==> config.mk <==
export PLATFORM = sky130hd
export DESIGN_NAME = bpc_mul
export DESIGN_NICKNAME = d
export VERILOG_FILES = /design/src/hdl/bpc_pkg.sv /design/src/hdl/bpc_mul.sv
export SDC_FILE = /design/constraint.sdc
export NUM_CORES = 1
export LEC_CHECK = 0
export BUFFER_PORTS_ARGS = -buffer_cell sky130_fd_sc_hd__buf_2
export CAP_MARGIN = 15
export CORE_MARGIN = 5
export CORE_UTILIZATION = 45
export DETAILED_ROUTE_END_ITERATION = 10
export PLACE_DENSITY_LB_ADDON = 0.2
export REMOVE_ABC_BUFFERS = 1
export SLEW_MARGIN = 25
export SYNTH_ARGS = -nofsm -noshare
export SYNTH_HDL_FRONTEND = slang
export SYNTH_SLANG_ARGS = --single-unit
==> constraint.sdc <==
create_clock -name clk -period 18 [get_ports clk]
set_clock_uncertainty 0.15 [all_clocks]
set_input_delay 1.8 -clock clk [delete_from_list [all_inputs] [get_ports clk]]
set_output_delay 1.8 -clock clk [all_outputs]
set_load 0.03 [all_outputs]
==> src/hdl/bpc_pkg.sv <==
`timescale 1ns / 1ps
// Shared widths, register indexes and limits for the barometric compensation block.
package bpc_pkg;

    localparam int RAW_W     = 24;
    localparam int COEF_W    = 16;
    localparam int CFG_IDX_W = 3;

    localparam int DT_W      = 25;
    localparam int MB_W      = 18;
    localparam int PROD_W    = DT_W + MB_W;
    localparam int OFF_W     = 37;
    localparam int SENS_W    = 35;
    localparam int SENS_LO_W = 17;
    localparam int FULL_W    = 60;
    localparam int DIFF_W    = 40;

    localparam int TEMP_W    = 18;
    localparam int PRES_W    = 23;
    localparam int TSUM_W    = 21;
    localparam int PWIDE_W   = 25;

    localparam int C5_SHIFT   = 8;
    localparam int C2_SHIFT   = 16;
    localparam int C1_SHIFT   = 15;
    localparam int TEMP_SHIFT = 23;
    localparam int OFF_SHIFT  = 7;
    localparam int SENS_SHIFT = 8;
    localparam int PROD_SHIFT = 21;
    localparam int PRES_SHIFT = 15;

    localparam logic signed [TSUM_W-1:0] TEMP_BASE = 21'sd2000;

    localparam logic signed [TEMP_W-1:0] TEMP_MAX = {1'b0, {(TEMP_W-1){1'b1}}};
    localparam logic signed [TEMP_W-1:0] TEMP_MIN = {1'b1, {(TEMP_W-1){1'b0}}};
    localparam logic signed [PRES_W-1:0] PRES_MAX = {1'b0, {(PRES_W-1){1'b1}}};
    localparam logic signed [PRES_W-1:0] PRES_MIN = {1'b1, {(PRES_W-1){1'b0}}};

    localparam logic [CFG_IDX_W-1:0] IDX_PRESSURE_SENSITIVITY  = 3'd0;
    localparam logic [CFG_IDX_W-1:0] IDX_PRESSURE_OFFSET       = 3'd1;
    localparam logic [CFG_IDX_W-1:0] IDX_SENSITIVITY_TEMP_COEF = 3'd2;
    localparam logic [CFG_IDX_W-1:0] IDX_OFFSET_TEMP_COEF      = 3'd3;
    localparam logic [CFG_IDX_W-1:0] IDX_REFERENCE_TEMPERATURE = 3'd4;
    localparam logic [CFG_IDX_W-1:0] IDX_TEMPERATURE_COEF      = 3'd5;

endpackage

==> src/hdl/bpc_mul.sv <==
`timescale 1ns / 1ps
// Registered 25x18 signed multiplier stage with load enable.
module bpc_mul
(
    input  logic                                clk,
    input  logic                                en,
    input  logic signed [bpc_pkg::DT_W-1:0]     a,
    input  logic signed [bpc_pkg::MB_W-1:0]     b,
    output logic signed [bpc_pkg::PROD_W-1:0]   prod
);

    logic signed [bpc_pkg::PROD_W-1:0] prod_reg;
    logic signed [bpc_pkg::PROD_W-1:0] prod_next;

    assign prod_next = a * b;

    always_ff @(posedge clk)
    begin
        if (en)
        begin
            prod_reg <= prod_next;
        end
    end

    assign prod = prod_reg;

endmodule
==> flow_summary_export.csv <==
group,metric,value,unit
status,status,"complete, no violations",
clocking,clockBufferDepth,2,
hold_path,hold_class,"primary input to register",
clocking,htree_levels,2,
cells_and_area,n_antenna_cell,0,
global_route,grt-busiest-layer,"met2",
clocking,cts_num_sinks,43,
hold_path,whs_path_depth,1,
setup_path,path_class,"primary input to register",
floorplanning,initial_utilization,0.456,
hold_path,min_from,"en",
route,firstDrtPassIters,5,
clocking,clock-root-buffer,"clkbuf_16",
global_route,grt_max_degree,44,
cells_and_area,largest_register_ffs,43,
setup_path,worstPathMaxFanout,25,
synthesis,synthCells,1830,
floorplanning,num_rows,71,
setup_path,critPathLaunchType,"primary input",
synthesis,synth_common_cells,"inv_1, fa_1, nand2_1",
sta,tightest_slew,0.866,ns
global_route,grt_pass1_wl,71400,microns
clocking,cts_buffers,5,
floorplanning,dieArea,0.0422,sq mm
global_route,track_usage,0.217,
setup_path,cp.required,17.97,ns
floorplanning,die_y,205,microns
cells_and_area,fin_nets,2443,
cells_and_area,drive_above_1_share,0.0578,
global_route,grtUsageMet2,0.374,
placement,place_congestion,0.873,
route,drc,0,
synthesis,yosys_warnings,0,
synthesis,ys_ff_latch,43,
setup_path,crit_arrival,8.44,ns
cells_and_area,synthToLayoutAreaGrowth,5.45,%
floorplanning,die-width,205,microns
synthesis,synth_top_area_cell,"fa_1",
route,ant_nets,0,
placement,dp_hpwl,33900,microns
floorplanning,num_io_pins,88,
run,cap_violations,0,
sta,fmax,118,MHz
synthesis,yosys_most_used_dff,"edfxtp_1",
route,wl,42400,microns
synthesis,ys_seq_area_frac,0.0751,
sta,timing.final.crit_share,0.471,
sta,fin_crit,8.48,ns
sta,setup_viol,0,
synthesis,async_flop_share,0,
clocking,postCtsResizedCells,0,
global_route,grtUsageMet1,0.298,
clocking,cts_setup_buffers,0,
sta,relSlewSlack,0.422,
synthesis,synth-edff-count,43,
placement,io_buffers,87,
route,wire_per_inst,18.0,microns
synthesis,synth.most_common_cell,"inv_1",
sta,tns,0,ns
global_route,antenna_found_initial,4,
sta,final_hold_viol_count,0,
clocking,clkTransAtPathRegs,0.06,ns
synthesis,yosysTopAreaCellShare,0.514,
hold_path,holdPathEnd,"prod[41]",
route,drtIter0Drc,564,
route,vias,11900,
cells_and_area,num-fill-cells,3658,
setup_path,crit_path_end_kind,"register",
clocking,cts_hold_buf,0,
synthesis,synth.cell_area,0.0172,sq mm
global_route,grt_pass1_vias,13200,
sta,rsz0062_at_grt,"false",
synthesis,synth_area_leaders,"fa_1, inv_1, ha_1",
synthesis,ys_types,54,
clocking,cts_tree,"built",
global_route,grt_util_met3,0.0277,
route,via_per_inst,5.05,
sta,slew_violations,0,
global_route,overflow,0,
synthesis,synth.avg_cell_area,9.39,sq um
floorplanning,coreArea,0.0377,sq mm
## worst max-delay path by stage
stage,cells after the start,from,slack [ns],endpoint
detailed placement,20,b[3],9.25,prod[39]
finish,20,b[3],9.52,prod[39]
CTS,20,b[3],9.56,prod[39]
floorplan,20,a[12],10.16,prod[39]
global route,21,b[17],9.27,prod[42]
global placement,20,b[9],9.36,prod[39]
## placed cells by master (no fill, tap or decap), types with 3 or more instances in the layout
cell / instances
edfxtp_1: 43
o21ai_0: 10
clkbuf_16: 5
nand3_1: 8
o21bai_1: 6
xnor2_1: 37
inv_1: 508
and2_1: 163
nor2_1: 32
nand2b_1: 10
o21ai_1: 4
a31oi_1: 4
a21oi_1: 32
nand2_1: 278
a211oi_1: 3
buf_2: 86
ha_1: 107
xor2_1: 7
fa_1: 441
nor2b_1: 3
nor3_1: 5
a21o_1: 15
## critical path, stage by stage
cell	delay [ns]
buf_2	0.50
nand2_1	0.17
fa_1	0.55
fa_1	0.55
inv_1	0.06
fa_1	0.50
inv_1	0.05
fa_1	0.55
fa_1	0.42
fa_1	0.52
inv_1	0.05
ha_1	0.35
and4_4	0.24
a221o_1	0.35
a31oi_4	0.24
o31ai_4	0.19
o311a_4	0.40
o311ai_4	0.34
or4b_1	0.47
o311ai_1	0.11
## final cells by class
cell class	count	area, sq um	share of cell area
Sequential cell	43	1290	0.0712
Timing Repair Buffer	87	438	0.0242
Clock buffer	6	129	0.00711
Tap cell	511	639	0.0353
Inverter	508	1910	0.105
Clock inverter	2	12.5	0.000690
Multi-Input combinational cell	1205	13700	0.756
## cell families (layout without fill, tap and decap cells)
group / after synthesis / count (layout) / share of synthesized area
AOI/OAI and AO/OA: 102 / 102 / 0.0429
xor gates and xnor gates: 44 / 44 / 0.0224
adders and majority gates: 548 / 548 / 0.591
buffers and inverters: 582 / 603 / 0.127
DFF: 43 / 43 / 0.0751
and+or+nand+nor: 511 / 511 / 0.141
## through the flow
step | cells | hold WS (ns) | worst slack (ns) | instance area [sq um] | util
final | 2362 | 1.87 | 9.52 | 18100 | 0.481
after global routing | 2362 | 1.90 | 9.27 | 18100 | 0.481
after CTS | 2362 | 1.89 | 9.56 | 18100 | 0.481
after detailed placement | 2354 | 2.13 | 9.25 | 18000 | 0.478
after global placement | 2354 | 2.13 | 9.36 | 18000 | 0.477
after floorplan | 1756 | 1.76 | 10.16 | 16900 | -
## per-layer routing
layer | share of wire | vias up | wire [microns]
li1 | - | 5280 | -
met1 | 0.43 | 6251 | 18200
met2 | 0.49 | 336 | 20800
met3 | 0.058 | 60 | 2470
met4 | 0.021 | 2 | 895
met5 | 0.00031 | - | 13
Power is not shown: default switching activity piles up to over one toggle a cycle in this logic, so the estimate is an artifact.
